File: config.mk
export PLATFORM = sky130hd
export DESIGN_NAME = cmv_ctrl
export DESIGN_NICKNAME = d
export VERILOG_FILES = /design/src/design/cmv_pkg.sv /design/src/design/cmv_ctrl.sv
export SDC_FILE = /design/constraint.sdc
export NUM_CORES = 1
export LEC_CHECK = 0
export ABC_CLOCK_PERIOD_IN_PS = 2200
export BUFFER_PORTS_ARGS = -buffer_cell sky130_fd_sc_hd__buf_2
export CAP_MARGIN = 20
export CORE_ASPECT_RATIO = 0.8
export CORE_MARGIN = 2
export CORE_UTILIZATION = 51
export DETAILED_ROUTE_END_ITERATION = 7
export PLACE_DENSITY = 0.81
export SLEW_MARGIN = 15
export SYNTH_ARGS = -nofsm -noshare
export SYNTH_HDL_FRONTEND = slang
export SYNTH_SLANG_ARGS = --single-unit
File: constraint.sdc
create_clock -name i_clk -period 2.2 [get_ports i_clk]
set_input_delay 0.11 -clock i_clk [delete_from_list [all_inputs] [get_ports i_clk]]
set_output_delay 0.11 -clock i_clk [all_outputs]
set_load 0.005 [all_outputs]
File: src/design/cmv_pkg.sv
`default_nettype none
package cmv_pkg;

    localparam int SLOTS      = 16;
    localparam int VPS        = 4;
    localparam int VLEN       = 128;
    localparam int SLOT_W     = 4;
    localparam int VEC_W      = 2;
    localparam int ELEM_W     = 7;
    localparam int POS_W      = 8;
    localparam int USED_W     = 5;
    localparam int CNT_W      = 3;
    localparam int ADDR_W     = SLOT_W + VEC_W + ELEM_W;
    localparam int SQ_W       = 38;
    localparam int DOT_W      = 39;
    localparam int NORM_SHIFT = 22;
    localparam int RAD_W      = SQ_W + NORM_SHIFT;
    localparam int ROOT_W     = RAD_W / 2;
    localparam int DEN_W      = 2 * ROOT_W + 1;
    localparam int NUM_W      = DOT_W - 1;
    localparam int FRAC_STEPS = 37;
    localparam int SCORE_W    = 16;
    localparam int THR_W      = 15;

    localparam logic [DEN_W-1:0]   EPS_SCALED = DEN_W'(64'd281474977);
    localparam logic [SCORE_W-1:0] SCORE_MAX  = 16'h7FFF;
    localparam logic [THR_W-1:0]   THR_RESET  = 15'd19661;

    localparam logic [2:0] MODE_QUERY  = 3'd0;
    localparam logic [2:0] MODE_ENROLL = 3'd1;
    localparam logic [2:0] MODE_ADD    = 3'd2;
    localparam logic [2:0] MODE_DELETE = 3'd3;
    localparam logic [2:0] MODE_CLEAR  = 3'd4;

    localparam logic [2:0] STAT_DONE    = 3'd0;
    localparam logic [2:0] STAT_NOMATCH = 3'd1;
    localparam logic [2:0] STAT_FULL    = 3'd2;
    localparam logic [2:0] STAT_BADSLOT = 3'd3;
    localparam logic [2:0] STAT_NOKEY   = 3'd4;

    typedef enum logic [3:0] {
        S_IDLE, S_QROOT, S_QWAIT, S_VSEL, S_WALK, S_DRAIN, S_SROOT, S_SWAIT,
        S_DEN, S_DIV, S_DWAIT, S_BEST, S_ENROLL, S_ADD, S_COPY, S_CDRAIN
    } t_state;

    typedef struct packed {
        logic              rd_en;
        logic              cp_en;
        logic [SLOT_W-1:0] slot;
        logic [VEC_W-1:0]  vec;
        logic [ELEM_W-1:0] elem;
        logic              acc_clr;
        logic              sqrt_start;
        logic              sqrt_sel_q;
        logic              qroot_ld;
        logic              den_ld;
        logic              div_start;
        logic              best_clr;
        logic              best_upd;
        logic              tbl_enroll;
        logic              tbl_add;
        logic              drop;
        logic              emit;
        logic              emit_query;
        logic [2:0]        status;
        logic [SLOT_W-1:0] res_slot;
    } t_cmd;

    typedef struct packed {
        logic              pipe_busy;
        logic              dot_pos;
        logic              sqrt_done;
        logic              div_done;
        logic              enr_full;
        logic [USED_W-1:0] enr_target;
        logic [CNT_W-1:0]  slot_cnt;
        logic [USED_W-1:0] used;
    } t_stat;

endpackage
`default_nettype wire

File: src/design/cmv_ctrl.sv
`default_nettype none
module cmv_ctrl (
    input  wire logic           i_clk,
    input  wire logic           i_rst_n,
    input  wire logic           i_accept,
    input  wire logic [2:0]     i_mode,
    input  wire logic           i_last_element,
    input  wire logic [3:0]     i_slot_number,
    input  wire cmv_pkg::t_stat i_stat,
    output cmv_pkg::t_cmd       o_cmd,
    output logic                o_busy
);
    cmv_pkg::t_state                r_state, n_state;
    logic [cmv_pkg::USED_W-1:0]     r_slot, n_slot;
    logic [cmv_pkg::CNT_W-1:0]      r_vec, n_vec;
    logic [cmv_pkg::ELEM_W-1:0]     r_elem, n_elem;

    always_ff @(posedge i_clk) begin
        if (!i_rst_n) begin
            r_state <= cmv_pkg::S_IDLE;
            r_slot  <= '0;
            r_vec   <= '0;
            r_elem  <= '0;
        end else begin
            r_state <= n_state;
            r_slot  <= n_slot;
            r_vec   <= n_vec;
            r_elem  <= n_elem;
        end
    end

    always_comb begin
        n_state = r_state;
        n_slot  = r_slot;
        n_vec   = r_vec;
        n_elem  = r_elem;
        o_cmd   = '0;
        o_cmd.slot = r_slot[cmv_pkg::SLOT_W-1:0];
        o_cmd.vec  = r_vec[cmv_pkg::VEC_W-1:0];
        o_cmd.elem = r_elem;
        case (r_state)
            cmv_pkg::S_IDLE: begin
                if (i_accept && i_last_element) begin
                    case (i_mode)
                        cmv_pkg::MODE_QUERY:  n_state = cmv_pkg::S_QROOT;
                        cmv_pkg::MODE_ENROLL: n_state = cmv_pkg::S_ENROLL;
                        cmv_pkg::MODE_ADD: begin
                            n_slot  = {1'b0, i_slot_number};
                            n_state = cmv_pkg::S_ADD;
                        end
                        default: n_state = cmv_pkg::S_IDLE;
                    endcase
                end
            end
            cmv_pkg::S_QROOT: begin
                o_cmd.sqrt_start = 1'b1;
                o_cmd.sqrt_sel_q = 1'b1;
                o_cmd.best_clr   = 1'b1;
                n_slot  = '0;
                n_vec   = '0;
                n_state = cmv_pkg::S_QWAIT;
            end
            cmv_pkg::S_QWAIT: begin
                if (i_stat.sqrt_done) begin
                    o_cmd.qroot_ld = 1'b1;
                    n_state = cmv_pkg::S_VSEL;
                end
            end
            cmv_pkg::S_VSEL: begin
                if (r_slot >= i_stat.used) begin
                    o_cmd.emit_query = 1'b1;
                    o_cmd.drop       = 1'b1;
                    n_state = cmv_pkg::S_IDLE;
                end else if (r_vec < i_stat.slot_cnt) begin
                    o_cmd.acc_clr = 1'b1;
                    n_elem  = '0;
                    n_state = cmv_pkg::S_WALK;
                end else begin
                    n_slot = r_slot + 1'b1;
                    n_vec  = '0;
                end
            end
            cmv_pkg::S_WALK: begin
                o_cmd.rd_en = 1'b1;
                n_elem = r_elem + 1'b1;
                if (r_elem == cmv_pkg::ELEM_W'(cmv_pkg::VLEN - 1)) begin
                    n_state = cmv_pkg::S_DRAIN;
                end
            end
            cmv_pkg::S_DRAIN: begin
                if (!i_stat.pipe_busy) begin
                    if (i_stat.dot_pos) begin
                        n_state = cmv_pkg::S_SROOT;
                    end else begin
                        n_vec   = r_vec + 1'b1;
                        n_state = cmv_pkg::S_VSEL;
                    end
                end
            end
            cmv_pkg::S_SROOT: begin
                o_cmd.sqrt_start = 1'b1;
                n_state = cmv_pkg::S_SWAIT;
            end
            cmv_pkg::S_SWAIT: begin
                if (i_stat.sqrt_done) begin
                    n_state = cmv_pkg::S_DEN;
                end
            end
            cmv_pkg::S_DEN: begin
                o_cmd.den_ld = 1'b1;
                n_state = cmv_pkg::S_DIV;
            end
            cmv_pkg::S_DIV: begin
                o_cmd.div_start = 1'b1;
                n_state = cmv_pkg::S_DWAIT;
            end
            cmv_pkg::S_DWAIT: begin
                if (i_stat.div_done) begin
                    n_state = cmv_pkg::S_BEST;
                end
            end
            cmv_pkg::S_BEST: begin
                o_cmd.best_upd = 1'b1;
                n_vec   = r_vec + 1'b1;
                n_state = cmv_pkg::S_VSEL;
            end
            cmv_pkg::S_ENROLL: begin
                if (i_stat.enr_full) begin
                    o_cmd.emit   = 1'b1;
                    o_cmd.status = cmv_pkg::STAT_FULL;
                    o_cmd.drop   = 1'b1;
                    n_state = cmv_pkg::S_IDLE;
                end else begin
                    o_cmd.tbl_enroll = 1'b1;
                    n_slot  = i_stat.enr_target;
                    n_vec   = '0;
                    n_elem  = '0;
                    n_state = cmv_pkg::S_COPY;
                end
            end
            cmv_pkg::S_ADD: begin
                if (r_slot >= i_stat.used ||
                    i_stat.slot_cnt >= cmv_pkg::CNT_W'(cmv_pkg::VPS)) begin
                    o_cmd.emit   = 1'b1;
                    o_cmd.status = cmv_pkg::STAT_BADSLOT;
                    o_cmd.drop   = 1'b1;
                    n_state = cmv_pkg::S_IDLE;
                end else begin
                    o_cmd.tbl_add = 1'b1;
                    n_vec   = i_stat.slot_cnt;
                    n_elem  = '0;
                    n_state = cmv_pkg::S_COPY;
                end
            end
            cmv_pkg::S_COPY: begin
                o_cmd.cp_en = 1'b1;
                n_elem = r_elem + 1'b1;
                if (r_elem == cmv_pkg::ELEM_W'(cmv_pkg::VLEN - 1)) begin
                    n_state = cmv_pkg::S_CDRAIN;
                end
            end
            cmv_pkg::S_CDRAIN: begin
                o_cmd.emit     = 1'b1;
                o_cmd.status   = cmv_pkg::STAT_DONE;
                o_cmd.res_slot = r_slot[cmv_pkg::SLOT_W-1:0];
                o_cmd.drop     = 1'b1;
                n_state = cmv_pkg::S_IDLE;
            end
            default: n_state = cmv_pkg::S_IDLE;
        endcase
    end

    assign o_busy = r_state != cmv_pkg::S_IDLE;
endmodule
`default_nettype wire

## After elaboration in Yosys (flattened, before gate mapping)

Index checks and enable logic that the tools add are counted.

| operators by class | value |
|---|---|
| add/sub/neg operators | 3 |
| order comparisons | 3 |
| equal/unequal tests | 33 |
| mux-type cells | 58 |
| reduce and logical (&&, ||, !) cells | 14 |

Operators by type and width:

| operator | count |
|---|---|
| case mux 4 bit (16 select lines) | 1 |
| 2-to-1 mux 4 bit | 12 |
| == test 4 bit, second input constant | 8 |
| 2-to-1 mux 7 bit | 4 |
| != test 2 bit, second input constant | 14 |
| case mux 7 bit (4 select lines) | 1 |
| 2-to-1 mux 5 bit | 5 |
| 2-to-1 mux 3 bit | 7 |
| case mux 5 bit (4 select lines) | 1 |
| 2-to-1 mux 1 bit | 18 |
| case mux 3 bit (6 select lines) | 1 |
| == test 4 x 3 -> 1 bit, second input constant | 4 |
| case mux 4 bit (3 select lines) | 1 |
| nonzero test 4 bit | 3 |
| == test 4 x 2 -> 1 bit, second input constant | 2 |
| 2-to-1 mux 2 bit | 4 |
| AND reduction 8 bit | 1 |
| adder 7 x 1 -> 7 bit, second input constant | 1 |
| == test 7 bit, second input constant | 1 |
| AND reduction 7 bit | 1 |
| AND reduction 6 bit | 1 |
| nonzero test 6 bit | 1 |
| adder 5 x 1 -> 5 bit, second input constant | 1 |
| >= comparator 5 bit | 1 |
| 16 further kinds | 17 |

| word-level totals | value |
|---|---|
| register bits after elaboration | 19 |
| input bits | 29 |
| output and inout port bits | 36 |
| word-level logic and storage cells | 115 |

## Longest topological paths before layout

| logic depth | value |
|---|---|
| depth in word-level cells | 4 |
| gate-level depth with buffers | 9 |
| depth with buffers taken out | 9 |

## Least setup slack after synthesis

Ideal clock, no wire load.

| path | value |
|---|---|
| path type | register -> register |
| start | register r_slot[0] in the netlist's numbering |
| end | register r_slot[4] in the netlist's numbering |
| library setup time | 0.116 ns |
| arrival | 1.853 ns |
| required time | 2.084 ns |
| setup slack | 0.232 ns |
| cell stages (with the launch flop) | 9 |
| path buffers | 0 |
| clock period less this slack | 1.968 ns |
| path through | dfxtp_1 inv_1 ha_1 nand2b_1 a31oi_1 o211a_1 o211ai_4 a221o_1 and3_1 |

| on the way | value |
|---|---|
| word-level cells in the longest chain between the ends | 4 |
| elaborated cells between the ends (all ways) | 7 |
| classes of those cells | 1 x add/sub; 1 x order compare; 1 x eq/ne; 3 x mux; 1 x reduce/logical |

RTL lines:

| what | RTL line | RTL |
|---|---|---|
| from (decl) | cmv_ctrl.sv:14 | `logic [cmv_pkg::USED_W-1:0] r_slot, n_slot;` |
| from (signal assigned) | cmv_ctrl.sv:26 | `r_slot <= n_slot;` |
| adder 5 x 1 -> 5 bit | cmv_ctrl.sv:79 | `n_slot = r_slot + 1'b1;` |
| 2-to-1 mux 5 bit | cmv_ctrl.sv:74 | `end else if (r_vec < i_stat.slot_cnt) begin` |
| 2-to-1 mux 5 bit | cmv_ctrl.sv:70 | `if (r_slot >= i_stat.used) begin` |
| case mux 5 bit (4 select lines) | cmv_ctrl.sv:41 | `case (r_state)` |

Parallel ways exist; a longest one is shown, timed or not. The select of a mux whose other input is x is not followed.
A chain may end at the register's enable or synchronous reset.

==> run metrics <==
Tot GR Track Use=0.255; most frequent cells in the layout=63 x buf_2, 26 x nand2_1, 21 x buf_4; Clock H-tree levels=1; Row Count=19; Via Count=~2100; asr flop ratio synth=0; port bufs=63; Vias/cell=about 5.8; CTS buffer count=3; Yosys warnings=0; Initial Utilization=0.549; GPL Wtd Cong=between 0.8 and 0.9; # clock sinks=19; Max rail drop VDD=between 0.5 and 0.6 mV; kind of critical path=flop to output pin; first-pass iteration count of the detailed router=4; worst setup margin=0.0717 ns; synthesized instance count=around 250; fraction of layout cells with a size suffix above 1=0.360; post-synthesis register bit count=19; CTS clock-pin slew for the worst setup and hold paths=around 0.070 ns; chip height=between 50 and 60 µm; Synth top area share=0.197; n_diodes=0; die area=around 0.0043 mm²; Core Util, Final=0.682; clock latency at the later pin of the worst-skew pair=between 0.2 and 0.3 ns; Netlist cell types=64; crit-path max FO=5; # IOs=65; setup violators final=0; Non-Filler Instances=about 360; setup TNS=0 ns; CTS tree=built; vias in the first global route=1883; worst rel slew slack=0.648; Hold Crit Class=input port to flop; Syn Std Cell Area=roughly 0.0019 mm²; Post-synth EDFFs=0; RSZ-0062 raised after global routing=true; Post-Route WL=about 5400 µm; largest net degree at the start of global routing=26; status=finished clean; first-pass GRT wire length=8630 µm; core area=roughly 0.0035 mm²; crit path launch type=flop; commonest non-fill, non-tap cell in the layout=buf_2; Cell Area, Placed=between 0.002 and 0.0025 mm²; final instance area=~0.0024 mm²; max-slew violation count=0; drt drc=0; root buf cell=clkbuf_8; Max Freq=0.470 GHz; clock period minus worst slack=roughly 2.1 ns; WP data arrival=roughly 2 ns; PwrDens=roughly 900 mW/mm²; Area Growth Syn to Fin=24.2%; Slew @ Worst Pin=~0.52 ns; Post-DP HPWL=a little over 4000 µm; overall power=2.18 mW; Synth Net Count=290; synth top area cells=dfxtp_1 20%, ha_1 6.5%, nand2_1 5.1%, nor2_1 3.7%, nor3_1 3.6%; WL/cell=around 15 µm; Primary FF master, synth=dfxtp_1; post-route ant nets=0; max_cap viols=0; sequential area share after synthesis=0.197; Avg Synthesized Cell Area=roughly 7.7 µm²; post-place setup slack=approximately 0.12 ns; drt first-iter violations=roughly 150; Hold Fails Final Rpt=0; Crit. End Element=output pin; worst hold slack=0.198 ns; CTS Hold Buffers Added=0; clock skew=about 0.0013 ns; total gr overflow=0; Final Cycle Share=0.967; nets@finish=357; leak pwr=~1.2 nW; WP data required=2.09 ns; initial antenna violation count=0; Chip Width=roughly 73 µm; Yosys top cell by area=dfxtp_1; placed cell count=350; clk buf depth=2
## state kept, by name, indices dropped and copies added, names as in the netlist
register  flops
r_slot        5
r_state       4
r_elem        7
r_vec         3
## layout make-up
| type | count | area (µm²) |
|---|---|---|
| well taps | 42 | 52.6 |
| inverters | 13 | 53.8 |
| fillers | 295 | 1120 |
| flip-flops and latches | 19 | 388 |
| repair buffers | 84 | 473 |
| multi-input cells | 197 | 1390 |
| clock buffers | 4 | 45.0 |
## critical path, stage by stage (launching register included)
cell	delay [ns]
dfxtp_1	0.35
ha_1	0.19
a21o_1	0.21
a31oi_4	0.17
o211a_1	0.20
o21a_1	0.15
inv_2	0.06
or3_1	0.30
buf_2	0.13
## synth_stat cells, types with 2 or more instances
| master | n |
|---|---|
| a21boi_1 | 3 |
| nor3b_1 | 2 |
| o31ai_1 | 2 |
| dfxtp_1 | 19 |
| a22oi_1 | 3 |
| or3_1 | 2 |
| o211ai_1 | 2 |
| xor2_1 | 2 |
| nand2_1 | 26 |
| nor2b_1 | 5 |
| nand3_1 | 8 |
| buf_2 | 4 |
| clkbuf_1 | 3 |
| and3_1 | 3 |
| a21o_1 | 3 |
| ha_1 | 10 |
| o2bb2ai_1 | 2 |
| a221o_1 | 2 |
| o211a_1 | 4 |
| nor2_1 | 19 |
| nor3_1 | 14 |
| o21a_1 | 2 |
| mux2i_1 | 4 |
| nand2b_1 | 4 |
| o22ai_1 | 2 |
| nand2b_4 | 2 |
| a22o_1 | 2 |
| and2_1 | 6 |
| o21ai_0 | 13 |
| inv_1 | 12 |
| buf_4 | 9 |
| xnor2_1 | 2 |
| buf_6 | 4 |
| a21oi_1 | 10 |
| a222oi_1 | 2 |
| a31oi_1 | 7 |
| o21ai_1 | 4 |
| or2_0 | 2 |
## report_power, final
| group | switching (mW) | total [mW] | internal (mW) |
|---|---|---|---|
| clock | 0.123 | 0.252 | 0.129 |
| combinational | 0.752 | 1.39 | 0.638 |
| sequential | 0.129 | 0.543 | 0.414 |
| total | 1.00 | 2.18 | 1.18 |
## metal layers
layer,GRT usage,vias to the layer above,share of wire
li1,-,1036,-
met1,0.351,972,0.46
met2,0.412,81,0.46
met3,0.0493,9,0.068
met4,0.0661,0,0.012
met5,0,-,0
## worst paths after layout
kind | startpoint | to | slack (ns) | cells past startpoint
hold reg to reg | r_elem[1] | r_elem[1] | 0.49 | 2
hold / removal | i_slot_number[0] | r_slot[0] | 0.20 | 3
setup reg to reg | r_vec[2] | r_slot[4] | 0.09 | 7
setup / recovery | r_slot[1] | o_cmd[9] | 0.07 | 8
## what timing repair did
| item | 4_1_cts | 5_1_grt |
|---|---|---|
| setup buffers | 2 | 3 |
| setup endpoints to repair | 1 | 2 |
| resized for setup | 9 | 6 |
| endpoints found under the hold margin | 0 | 0 |
| pin swaps | 3 | 4 |
## kinds of logic after synthesis
logic type | count (synthesis) | share of synthesized area
AO/OA/AOI/OAI | 72 | 0.273
XOR/XNOR | 4 | 0.0181
adder cells (fa/ha/maj) | 10 | 0.0648
buffers and inverters | 35 | 0.111
flip-flops | 19 | 0.197
multiplexers | 4 | 0.0207
other | 1 | 0.00194
AND/OR/NAND/NOR | 106 | 0.313
(Power assumes the default switching activity.)
